<file path="config.mk">
export PLATFORM = sky130hd
export DESIGN_NAME = wall_centering_steering_mix
export DESIGN_NICKNAME = d
export VERILOG_FILES = /design/src/rtl/wcsm_pkg.sv /design/src/rtl/wcsm_frontend.sv /design/src/rtl/wcsm_mix.sv /design/src/rtl/wcsm_out.sv /design/src/rtl/wall_centering_steering_mix.sv
export VERILOG_INCLUDE_DIRS = /design/src /design/src/rtl
export SDC_FILE = /design/constraint.sdc
export NUM_CORES = 2
export LEC_CHECK = 0
export ABC_AREA = 0
export BUFFER_PORTS_ARGS = -buffer_cell sky130_fd_sc_hd__buf_2
export CAP_MARGIN = 20
export CORE_MARGIN = 2
export CORE_UTILIZATION = 55
export CTS_CLUSTER_DIAMETER = 150
export CTS_CLUSTER_SIZE = 20
export DETAILED_ROUTE_END_ITERATION = 7
export PLACE_DENSITY = 0.72
export SLEW_MARGIN = 20
export SYNTH_ARGS = -nofsm -noshare
export SYNTH_HDL_FRONTEND = slang
export SYNTH_SLANG_ARGS = --single-unit
</file>
<file path="constraint.sdc">
create_clock -name i_clk -period 19.2 [get_ports i_clk]
set_clock_uncertainty 0.1 [all_clocks]
set_input_delay 0 -clock i_clk [delete_from_list [all_inputs] [get_ports i_clk]]
set_output_delay 0 -clock i_clk [all_outputs]
set_load 0.02 [all_outputs]
</file>
<file path="src/rtl/wall_centering_steering_mix_assert.svh">
// assertion macros for the steering mixer
`ifndef WALL_CENTERING_STEERING_MIX_ASSERT_SVH
`define WALL_CENTERING_STEERING_MIX_ASSERT_SVH

`ifndef ASSERT_OFF
`define WCSM_ASSERT_IMP(label, clk, rst_n, ante, cons) \
    label: assert property (@(posedge clk) disable iff (!rst_n) (ante) |-> (cons)) \
        else $error("wcsm assertion failed");
`define WCSM_ASSERT_NEXT(label, clk, rst_n, ante, cons) \
    label: assert property (@(posedge clk) disable iff (!rst_n) (ante) |=> (cons)) \
        else $error("wcsm assertion failed");
`else
`define WCSM_ASSERT_IMP(label, clk, rst_n, ante, cons)
`define WCSM_ASSERT_NEXT(label, clk, rst_n, ante, cons)
`endif

`endif

</file>
<file path="src/rtl/wcsm_pkg.sv">
package wcsm_pkg;

    localparam int DIST_W = 13;
    localparam int SUM_W  = 15;
    localparam int GAP_W  = 10;
    localparam int ANT_W  = 23;
    localparam int SC_W   = 37;
    localparam int NUM_W  = 42;
    localparam int LAT    = 8;

    localparam logic [12:0] REPLACE_DIST = 13'd2000;
    localparam logic [12:0] PROX_LIMIT   = 13'd1200;
    localparam logic [12:0] CURVE_LIMIT  = 13'd800;
    localparam logic [7:0]  PROX_STEPS   = 8'd150;
    localparam logic [6:0]  CORR_LIMIT   = 7'd120;
    localparam logic [7:0]  MIN_STEER    = 8'd30;
    localparam logic [7:0]  DIR_DEADBAND = 8'd15;

    // x / 3 == (x * 43691) >> 17 for x < 2^16
    localparam logic [15:0] DIV3_MUL   = 16'd43691;
    // t / 15 == (t * 4370) >> 16 for t < 1815
    localparam logic [12:0] DIV15_MUL  = 13'd4370;
    localparam logic [19:0] DIV15_SAT  = 20'd1815;

    localparam logic [12:0] THR_RESET  = 13'd8190;
    localparam logic [7:0]  BASE_RESET = 8'd150;
    localparam logic [11:0] CG_RESET   = 12'd256;
    localparam logic [11:0] AG_RESET   = 12'd256;

    typedef enum logic [1:0] {
        CFG_THRESHOLD = 2'd0,
        CFG_BASE      = 2'd1,
        CFG_CGAIN     = 2'd2,
        CFG_AGAIN     = 2'd3
    } t_cfg_idx;

    typedef enum logic [1:0] {
        DIR_STRAIGHT = 2'd0,
        DIR_RIGHT    = 2'd1,
        DIR_LEFT     = 2'd2
    } t_dir;

    typedef struct packed {
        logic                     valid;
        logic [DIST_W-1:0]        avg_l;
        logic [DIST_W-1:0]        avg_r;
        logic signed [ANT_W-1:0]  ant_net;
    } t_avg_beat;

    typedef struct packed {
        logic                     valid;
        logic signed [NUM_W-1:0]  num;
    } t_num_beat;

    typedef logic [12:0] t_prox_tab [0:150];

    // round(4096 * (k/150)^1.5), built at elaboration
    function automatic t_prox_tab prox_tab_build();
        t_prox_tab       tab;
        longint unsigned a4;
        longint unsigned lo;
        longint unsigned hi;
        longint unsigned mid;
        longint unsigned t;
        for (int k = 0; k <= 150; k++) begin
            a4 = 64'd67108864 * longint'(k) * longint'(k) * longint'(k);
            lo = 0;
            hi = 4096;
            while (lo < hi) begin
                mid = (lo + hi + 1) / 2;
                t   = 2 * mid - 1;
                if (t * t * 64'd3375000 <= a4) begin
                    lo = mid;
                end else begin
                    hi = mid - 1;
                end
            end
            tab[k] = lo[12:0];
        end
        return tab;
    endfunction

    localparam t_prox_tab PROX_TAB = prox_tab_build();

endpackage

</file>
<file path="src/rtl/wcsm_frontend.sv">
module wcsm_frontend
    import wcsm_pkg::*;
(
    input  logic              i_clk,
    input  logic              i_rst_n,
    input  logic              i_valid,
    input  logic [DIST_W-1:0] i_fl,
    input  logic [DIST_W-1:0] i_l,
    input  logic [DIST_W-1:0] i_bl,
    input  logic [DIST_W-1:0] i_br,
    input  logic [DIST_W-1:0] i_r,
    input  logic [DIST_W-1:0] i_fr,
    input  logic [DIST_W-1:0] i_thr,
    input  logic [11:0]       i_ag,
    output t_avg_beat         o_beat
);

    function automatic logic [DIST_W-1:0] clean_dist(input logic [DIST_W-1:0] d,
                                                     input logic [DIST_W-1:0] thr);
        return (d < thr) ? d : REPLACE_DIST;
    endfunction

    function automatic logic [GAP_W-1:0] curve_gap(input logic [DIST_W-1:0] d,
                                                   input logic [DIST_W-1:0] thr);
        logic [DIST_W-1:0] diff;
        diff = CURVE_LIMIT - d;
        return (d < thr && d < CURVE_LIMIT) ? diff[GAP_W-1:0] : '0;
    endfunction

    // stage a: clean, side sums, curve gaps
    logic             r_a_valid;
    logic [SUM_W-1:0] r_sum_l, n_sum_l;
    logic [SUM_W-1:0] r_sum_r, n_sum_r;
    logic [GAP_W-1:0] r_gap_fl, n_gap_fl;
    logic [GAP_W-1:0] r_gap_fr, n_gap_fr;

    always_comb begin
        n_sum_l  = SUM_W'(clean_dist(i_l, i_thr)) + SUM_W'(clean_dist(i_bl, i_thr))
                 + SUM_W'(clean_dist(i_fl, i_thr));
        n_sum_r  = SUM_W'(clean_dist(i_r, i_thr)) + SUM_W'(clean_dist(i_br, i_thr))
                 + SUM_W'(clean_dist(i_fr, i_thr));
        n_gap_fl = curve_gap(i_fl, i_thr);
        n_gap_fr = curve_gap(i_fr, i_thr);
    end

    always_ff @(posedge i_clk) begin
        if (!i_rst_n) begin
            r_a_valid <= 1'b0;
        end else begin
            r_a_valid <= i_valid;
        end
    end

    always_ff @(posedge i_clk) begin
        r_sum_l  <= n_sum_l;
        r_sum_r  <= n_sum_r;
        r_gap_fl <= n_gap_fl;
        r_gap_fr <= n_gap_fr;
    end

    // stage b: divide by three, anticipation products
    logic [30:0] prod_l, prod_r;
    logic [21:0] ant_l, ant_r;
    t_avg_beat   r_b, n_b;

    always_comb begin
        prod_l      = 31'(r_sum_l) * 31'(DIV3_MUL);
        prod_r      = 31'(r_sum_r) * 31'(DIV3_MUL);
        ant_l       = 22'(r_gap_fl) * 22'(i_ag);
        ant_r       = 22'(r_gap_fr) * 22'(i_ag);
        n_b.valid   = r_a_valid;
        n_b.avg_l   = prod_l[29:17];
        n_b.avg_r   = prod_r[29:17];
        n_b.ant_net = $signed({1'b0, ant_l}) - $signed({1'b0, ant_r});
    end

    always_ff @(posedge i_clk) begin
        if (!i_rst_n) begin
            r_b.valid <= 1'b0;
        end else begin
            r_b.valid <= n_b.valid;
        end
        r_b.avg_l   <= n_b.avg_l;
        r_b.avg_r   <= n_b.avg_r;
        r_b.ant_net <= n_b.ant_net;
    end

    assign o_beat = r_b;

endmodule

</file>
<file path="src/rtl/wcsm_mix.sv">
module wcsm_mix
    import wcsm_pkg::*;
(
    input  logic      i_clk,
    input  logic      i_rst_n,
    input  t_avg_beat i_beat,
    input  logic [11:0] i_cg,
    output t_num_beat o_beat
);

    // stage c: balance, proximity lookup, scaled anticipation
    logic                    r_c_valid;
    logic [12:0]             r_s, n_s;
    logic signed [13:0]      r_delta, n_delta;
    logic signed [SC_W-1:0]  r_c_ant, n_c_ant;
    logic [DIST_W-1:0]       closest;
    logic [10:0]             clamped;
    logic [7:0]              k;
    logic signed [SC_W-1:0]  ant_ext;

    always_comb begin
        n_delta = $signed({1'b0, i_beat.avg_r}) - $signed({1'b0, i_beat.avg_l});
        closest = (i_beat.avg_l < i_beat.avg_r) ? i_beat.avg_l : i_beat.avg_r;
        clamped = (closest > PROX_LIMIT) ? PROX_LIMIT[10:0] : closest[10:0];
        k       = PROX_STEPS - clamped[10:3];
        n_s     = PROX_TAB[k];
        // times 7 * 1536
        ant_ext = SC_W'(i_beat.ant_net);
        n_c_ant = (ant_ext <<< 13) + (ant_ext <<< 11) + (ant_ext <<< 9);
    end

    always_ff @(posedge i_clk) begin
        if (!i_rst_n) begin
            r_c_valid <= 1'b0;
        end else begin
            r_c_valid <= i_beat.valid;
        end
    end

    always_ff @(posedge i_clk) begin
        r_s     <= n_s;
        r_delta <= n_delta;
        r_c_ant <= n_c_ant;
    end

    // stage d: strength times balance
    logic                    r_d_valid;
    logic signed [27:0]      r_m1, n_m1;
    logic signed [SC_W-1:0]  r_d_ant;

    assign n_m1 = $signed({1'b0, r_s}) * r_delta;

    always_ff @(posedge i_clk) begin
        if (!i_rst_n) begin
            r_d_valid <= 1'b0;
        end else begin
            r_d_valid <= r_c_valid;
        end
    end

    always_ff @(posedge i_clk) begin
        r_m1    <= n_m1;
        r_d_ant <= r_c_ant;
    end

    // stage e: gain, times five, add anticipation
    logic signed [40:0]      m2;
    logic signed [NUM_W-1:0] m2_ext;
    t_num_beat               r_e, n_e;

    always_comb begin
        m2        = 41'(r_m1) * 41'($signed({1'b0, i_cg}));
        m2_ext    = NUM_W'(m2);
        n_e.valid = r_d_valid;
        n_e.num   = (m2_ext <<< 2) + m2_ext + NUM_W'(r_d_ant);
    end

    always_ff @(posedge i_clk) begin
        if (!i_rst_n) begin
            r_e.valid <= 1'b0;
        end else begin
            r_e.valid <= n_e.valid;
        end
        r_e.num <= n_e.num;
    end

    assign o_beat = r_e;

endmodule

</file>
<file path="src/rtl/wcsm_out.sv">
module wcsm_out
    import wcsm_pkg::*;
(
    input  logic              i_clk,
    input  logic              i_rst_n,
    input  t_num_beat         i_beat,
    input  logic [7:0]        i_base,
    output logic              o_strobe,
    output logic [7:0]        o_left_speed,
    output logic [7:0]        o_right_speed,
    output logic signed [7:0] o_steer_correction,
    output logic [1:0]        o_steer_direction
);

    // stage f: magnitude over 2^21
    logic             r_f_valid;
    logic             r_neg, n_neg;
    logic             r_sat, n_sat;
    logic [10:0]      r_t, n_t;
    logic [NUM_W-1:0] mag;
    logic [19:0]      t_full;

    always_comb begin
        n_neg  = i_beat.num[NUM_W-1];
        mag    = n_neg ? NUM_W'(-i_beat.num) : NUM_W'(i_beat.num);
        t_full = mag[40:21];
        n_sat  = (t_full >= DIV15_SAT);
        n_t    = t_full[10:0];
    end

    always_ff @(posedge i_clk) begin
        if (!i_rst_n) begin
            r_f_valid <= 1'b0;
        end else begin
            r_f_valid <= i_beat.valid;
        end
    end

    always_ff @(posedge i_clk) begin
        r_neg <= n_neg;
        r_sat <= n_sat;
        r_t   <= n_t;
    end

    // stage g: divide by 15, clamp, sign
    logic              r_g_valid;
    logic signed [7:0] r_c, n_c;
    logic [23:0]       q_prod;
    logic [6:0]        q;

    always_comb begin
        q_prod = 24'(r_t) * 24'(DIV15_MUL);
        q      = r_sat ? CORR_LIMIT : q_prod[22:16];
        n_c    = r_neg ? -$signed({1'b0, q}) : $signed({1'b0, q});
    end

    always_ff @(posedge i_clk) begin
        if (!i_rst_n) begin
            r_g_valid <= 1'b0;
        end else begin
            r_g_valid <= r_f_valid;
        end
    end

    always_ff @(posedge i_clk) begin
        r_c <= n_c;
    end

    // stage h: speeds and direction
    function automatic logic [7:0] clamp_speed(input logic signed [9:0] x,
                                               input logic signed [9:0] base);
        logic [9:0] xu;
        xu = x;
        if (x < $signed({2'b00, MIN_STEER})) begin
            return MIN_STEER;
        end else if (x > base) begin
            return base[7:0];
        end else begin
            return xu[7:0];
        end
    endfunction

    logic              r_h_valid;
    logic [7:0]        r_ls, n_ls;
    logic [7:0]        r_rs, n_rs;
    logic signed [7:0] r_corr;
    t_dir              r_dir, n_dir;
    logic signed [9:0] base_s;
    logic signed [9:0] c_s;

    always_comb begin
        base_s = $signed({2'b00, i_base});
        c_s    = 10'(r_c);
        if (r_c > 8'sd0) begin
            n_ls = clamp_speed(base_s - c_s, base_s);
            n_rs = clamp_speed(base_s, base_s);
        end else begin
            n_ls = clamp_speed(base_s, base_s);
            n_rs = clamp_speed(base_s + c_s, base_s);
        end
        if (r_c > $signed({1'b0, DIR_DEADBAND[6:0]})) begin
            n_dir = DIR_RIGHT;
        end else if (r_c < -$signed({1'b0, DIR_DEADBAND[6:0]})) begin
            n_dir = DIR_LEFT;
        end else begin
            n_dir = DIR_STRAIGHT;
        end
    end

    always_ff @(posedge i_clk) begin
        if (!i_rst_n) begin
            r_h_valid <= 1'b0;
        end else begin
            r_h_valid <= r_g_valid;
        end
    end

    always_ff @(posedge i_clk) begin
        r_ls   <= n_ls;
        r_rs   <= n_rs;
        r_corr <= r_c;
        r_dir  <= n_dir;
    end

    assign o_strobe           = r_h_valid;
    assign o_left_speed       = r_ls;
    assign o_right_speed      = r_rs;
    assign o_steer_correction = r_corr;
    assign o_steer_direction  = r_dir;

endmodule

</file>
<file path="src/rtl/wall_centering_steering_mix.sv">
// Steering mixer for wall centering: takes one frame of seven distance
// readings per clock and returns both side speeds, the clamped correction
// and the steering direction through an eight-stage pipeline, on a
// one-cycle strobe. The port busy is low whenever reset is released, so a
// frame may enter every cycle, and results cannot be held off by the
// receiver. The user must write the four settings through the configuration
// channel only while no frame is in flight; the block itself does not enforce it.
`include "wall_centering_steering_mix_assert.svh"

module wall_centering_steering_mix
    import wcsm_pkg::*;
(
    input  logic              i_clk,
    input  logic              i_rst_n,
    input  logic              start,
    output logic              busy,
    input  logic [12:0]       i_front_distance,
    input  logic [12:0]       i_front_left_distance,
    input  logic [12:0]       i_left_distance,
    input  logic [12:0]       i_back_left_distance,
    input  logic [12:0]       i_back_right_distance,
    input  logic [12:0]       i_right_distance,
    input  logic [12:0]       i_front_right_distance,
    input  logic              i_cfg_valid,
    output logic              o_cfg_ready,
    input  logic [1:0]        i_cfg_index,
    input  logic [12:0]       i_cfg_data,
    output logic              o_strobe,
    output logic [7:0]        o_left_speed,
    output logic [7:0]        o_right_speed,
    output logic signed [7:0] o_steer_correction,
    output logic [1:0]        o_steer_direction
);

    logic [12:0] r_thr;
    logic [7:0]  r_base;
    logic [11:0] r_cg;
    logic [11:0] r_ag;
    logic        cfg_we;
    logic        in_take;
    logic        front_seen;

    assign busy        = ~i_rst_n;
    assign o_cfg_ready = i_rst_n;
    assign cfg_we      = i_cfg_valid & o_cfg_ready;
    assign in_take     = start & ~busy;
    // front reading rides along with the frame only
    assign front_seen  = |i_front_distance;

    always_ff @(posedge i_clk) begin
        if (!i_rst_n) begin
            r_thr  <= THR_RESET;
            r_base <= BASE_RESET;
            r_cg   <= CG_RESET;
            r_ag   <= AG_RESET;
        end else if (cfg_we) begin
            unique case (t_cfg_idx'(i_cfg_index))
                CFG_THRESHOLD: r_thr  <= i_cfg_data;
                CFG_BASE:      r_base <= i_cfg_data[7:0];
                CFG_CGAIN:     r_cg   <= i_cfg_data[11:0];
                CFG_AGAIN:     r_ag   <= i_cfg_data[11:0];
            endcase
        end
    end

    t_avg_beat avg_beat;
    t_num_beat num_beat;

    wcsm_frontend u_frontend (
        .i_clk   (i_clk),
        .i_rst_n (i_rst_n),
        .i_valid (in_take | (in_take & front_seen)),
        .i_fl    (i_front_left_distance),
        .i_l     (i_left_distance),
        .i_bl    (i_back_left_distance),
        .i_br    (i_back_right_distance),
        .i_r     (i_right_distance),
        .i_fr    (i_front_right_distance),
        .i_thr   (r_thr),
        .i_ag    (r_ag),
        .o_beat  (avg_beat)
    );

    wcsm_mix u_mix (
        .i_clk   (i_clk),
        .i_rst_n (i_rst_n),
        .i_beat  (avg_beat),
        .i_cg    (r_cg),
        .o_beat  (num_beat)
    );

    wcsm_out u_out (
        .i_clk              (i_clk),
        .i_rst_n            (i_rst_n),
        .i_beat             (num_beat),
        .i_base             (r_base),
        .o_strobe           (o_strobe),
        .o_left_speed       (o_left_speed),
        .o_right_speed      (o_right_speed),
        .o_steer_correction (o_steer_correction),
        .o_steer_direction  (o_steer_direction)
    );

    // every result beat comes from a taken frame that has passed through all pipeline stages
    `WCSM_ASSERT_IMP(a_latency, i_clk, i_rst_n, o_strobe, $past(in_take, LAT))
    `WCSM_ASSERT_IMP(a_corr_range, i_clk, i_rst_n, o_strobe,
        (o_steer_correction <= 8'sd120) && (o_steer_correction >= -8'sd120))
    // steering right leaves the right side at its cruise speed, raised to MIN_STEER if below it
    `WCSM_ASSERT_IMP(a_right_cruise, i_clk, i_rst_n,
        o_strobe && (o_steer_correction > 8'sd0),
        (o_right_speed == r_base && r_base >= MIN_STEER)
        || (o_right_speed == MIN_STEER && r_base < MIN_STEER))
    `WCSM_ASSERT_NEXT(a_cfg_base, i_clk, i_rst_n, cfg_we && (i_cfg_index == CFG_BASE),
        r_base == $past(i_cfg_data[7:0]))

endmodule
</file>
==> metrics.md <==
| Metric | Value |
|---|---|
| Status | `finished clean` |
| Hold slack final | `0.0183 ns` |
| Synthesized flop and latch total | `between 300 and 400` |
| Crit Path Max Fanout | `29` |
| Pin count of the biggest net entering global routing | `58` |
| Final worst slack | `between 9 and 10 ns` |
| Storage element area | `a little over 7000 um^2` |
| Hpwl dp | `103000 um` |
| Drt drc | `0` |
| Clk buf depth | `3` |
| Gate Count Post-Synth | `6171` |
| Number of global-route vias before repair | `43700` |
| Hold Crit Class | `primary input to register` |
| Post-synth EDFFs | `0` |
| Drt wl/cell | `16.9 um` |
| Synth warn | `0` |
| Multi-input gate area | `between 40000 and 50000 um^2` |
| Initial DRT Pass Iterations | `6` |
| Core area | `99900 um^2` |
| Fin Setup TNS | `0 ns` |
| Final setup viols | `0` |
| CTS H-Tree Depth | `1` |
| Placed insts | `roughly 7400` |
| Async SR Flop Fraction | `0%` |
| Slew headroom | `between 30% and 40%` |
| Post-synth top area cell | `fa_1` |
| Distinct cell type count of the synthesized netlist | `90` |
| Initial antenna violation count | `6` |
| Cell Rows | `116` |
| Sequential-to-total area share from yosys stat | `12.7%` |
| Area growth syn-to-layout | `5.65%` |
| RSZ-0062 raised after global routing | `false` |
| Routed Wire Length | `127000 um` |
| Via density | `5.51` |
| Root Driver | `clkbuf_16` |
| ANT nets after route | `0` |
| CTS tree | `done` |
| DIE HEIGHT | `between 300 and 400 um` |
| Max-capacitance violation count | `0` |
| Syn nets | `7906` |
| Total track usage | `25.4%` |
| Fin crit period | `9.51 ns` |
| Crit share post-route | `49.5%` |
| Synth cell count leaders | `inv_1 (1109), ha_1 (819), fa_1 (806), nand2_1 (607), and2_1 (440)` |
| Post-CTS Setup Bufs | `0` |
| Cts bufs inserted | `22` |
| Worst-path clk slew | `0.10 ns` |
| Die ar. | `103000 um^2` |
| Fraction of layout cells with a size suffix above 1 | `3.54%` |
| Max frequency | `0.105 GHz` |
| Non-filler cells, final | `around 7500` |
| Synth top area share | `between 20% and 30%` |
| Final hold vios | `0` |
| CP endpoint kind | `register` |
| Slew @ Worst Pin | `1.01 ns` |
| Critical Path Max Stage Delay | `about 1 ns` |
| Mapped cell area | `about 55000 um^2` |
| Synth top area cells | `fa_1 (29%), ha_1 (19%), dfxtp_1 (13%)` |
| Worst slack, placed | `9.77 ns` |
| Vias | `41400` |
| # nets final | `slightly below 8000` |
| Die width | `321 um` |
| Top-count cell post-synth | `inv_1` |
| Critical-path top delay cell | `dfxtp_1` |
| Slew Limit Fails | `0` |
| First DRT Iteration DRCs | `2562` |
| Fillers | `8623` |
| # clock sinks | `352` |
| Worst EP required | `19.58 ns` |
| Congestion Overflow GR | `0` |
| Initial Util | `55.4%` |
| Skew-Pair Late Insertion Delay | `0.61 ns` |
| Port bufs | `~130` |
| RD Place Congestion | `0.940` |
| Startpoint types | `register` |
| Critical path arrival | `about 9.9 ns` |
| Setup CP Type | `register to register` |
| Avg Cell Area, Syn | `8.97 um^2` |
| Global-route wire length before repair | `216000 um` |
| Ys flop type | `dfxtp_1` |
| Ports | `139` |
sequential cells by signal, summed over array words and instances, names as in the netlist, 14 cells and up:
name,cells
u_frontend.r_sum_l,15
u_mix.r_delta,14
u_frontend.o_beat,50
u_frontend.r_sum_r,15
u_mix.r_m1,28
u_mix.o_beat,43
u_mix.r_d_ant,28
u_mix.r_c_ant,28
logic make-up (layout without fill, tap and decap cells):
| logic type | count (synthesis) | count (layout) | share of synthesized area [%] |
|---|---|---|---|
| other cells | 0 | 2 | 0 |
| flops | 352 | 352 | 12.7 |
| xor+xnor | 287 | 287 | 4.54 |
| buf+inv | 1326 | 1375 | 9.04 |
| fa+ha+maj | 1626 | 1626 | 47.7 |
| simple gates | 1651 | 1651 | 14.9 |
| mux | 16 | 16 | 0.326 |
| compound gates | 913 | 913 | 10.8 |
worst max-delay path, delay by kind of cell, from the launching register on:
kind | cells | cell delay (ns)
AOI/OAI and AO/OA | 17 | 3.63
adders and majority gates | 8 | 3.51
DFF | 1 | 0.99
and+or+nand+nor | 3 | 0.60
xor gates and xnor gates | 2 | 0.44
buffers and inverters | 2 | 0.12
per-stage QoR:
stage	utilization [%]	cell area (um^2)
6_report	58.6	58500
5_1_grt	58.6	58500
4_1_cts	58.6	58500
3_5_place_dp	57.1	57000
3_3_place_gp	57.1	57000
2_1_floorplan	-	55300
final cells by class:
| type | instances | area share (%) |
|---|---|---|
| multi-input cells | 4493 | 74.1 |
| flip-flops and latches | 352 | 12.1 |
| inverters | 1112 | 7.14 |
| repair buffers | 237 | 2.89 |
| well taps | 1298 | 2.78 |
| clock buffers | 22 | 0.942 |
| clock inverters | 4 | 0.0877 |
| diodes | 2 | 0.00856 |
routing by layer:
layer	share of wire, %	global-route usage (%)	up-vias
met1	43	33.5	20300
li1	-	-	19800
met5	0.029	0	-
met4	3.2	7.66	6
met2	48	43.6	1115
met3	5.8	3.35	238
what timing repair did:
action	4_1_cts	5_1_grt
hold endpoints to repair	95	0
resized for setup	0	0
hold buffers	89	0
final timing paths:
kind | from | end | slack [ns] | depth (start not counted)
setup reg to reg | r_cg[10] | u_mix.o_beat[40] | 9.69 | 32
hold / removal | i_front_left_distance[4] | u_frontend.r_gap_fl[8] | 0.02 | 5
setup / recovery | r_cg[10] | u_mix.o_beat[40] | 9.69 | 32
hold reg to reg | u_mix.r_c_ant[18] | u_mix.r_d_ant[18] | 0.22 | 0
placed cells by master (no fill, tap or decap), drive strengths merged, types with 15 or more instances in the layout:
master	count
a21o	123
nand3	55
nor3	60
a21oi	273
o22ai	16
o31ai	15
nand4	21
nor2b	49
dfxtp	352
xnor2	213
dlygate4sd3	89
and2	441
ha	819
inv	1114
a31oi	22
a21boi	15
a211oi	25
fa	806
o21ai	156
nand2b	94
o21a	37
or3	21
buf	148
clkbuf	22
nor2	212
xor2	74
o211ai	39
nand2	607
and3	34
o21bai	44
Power is not shown: default switching activity piles up to over one toggle a cycle in this logic, so the estimate is an artifact.
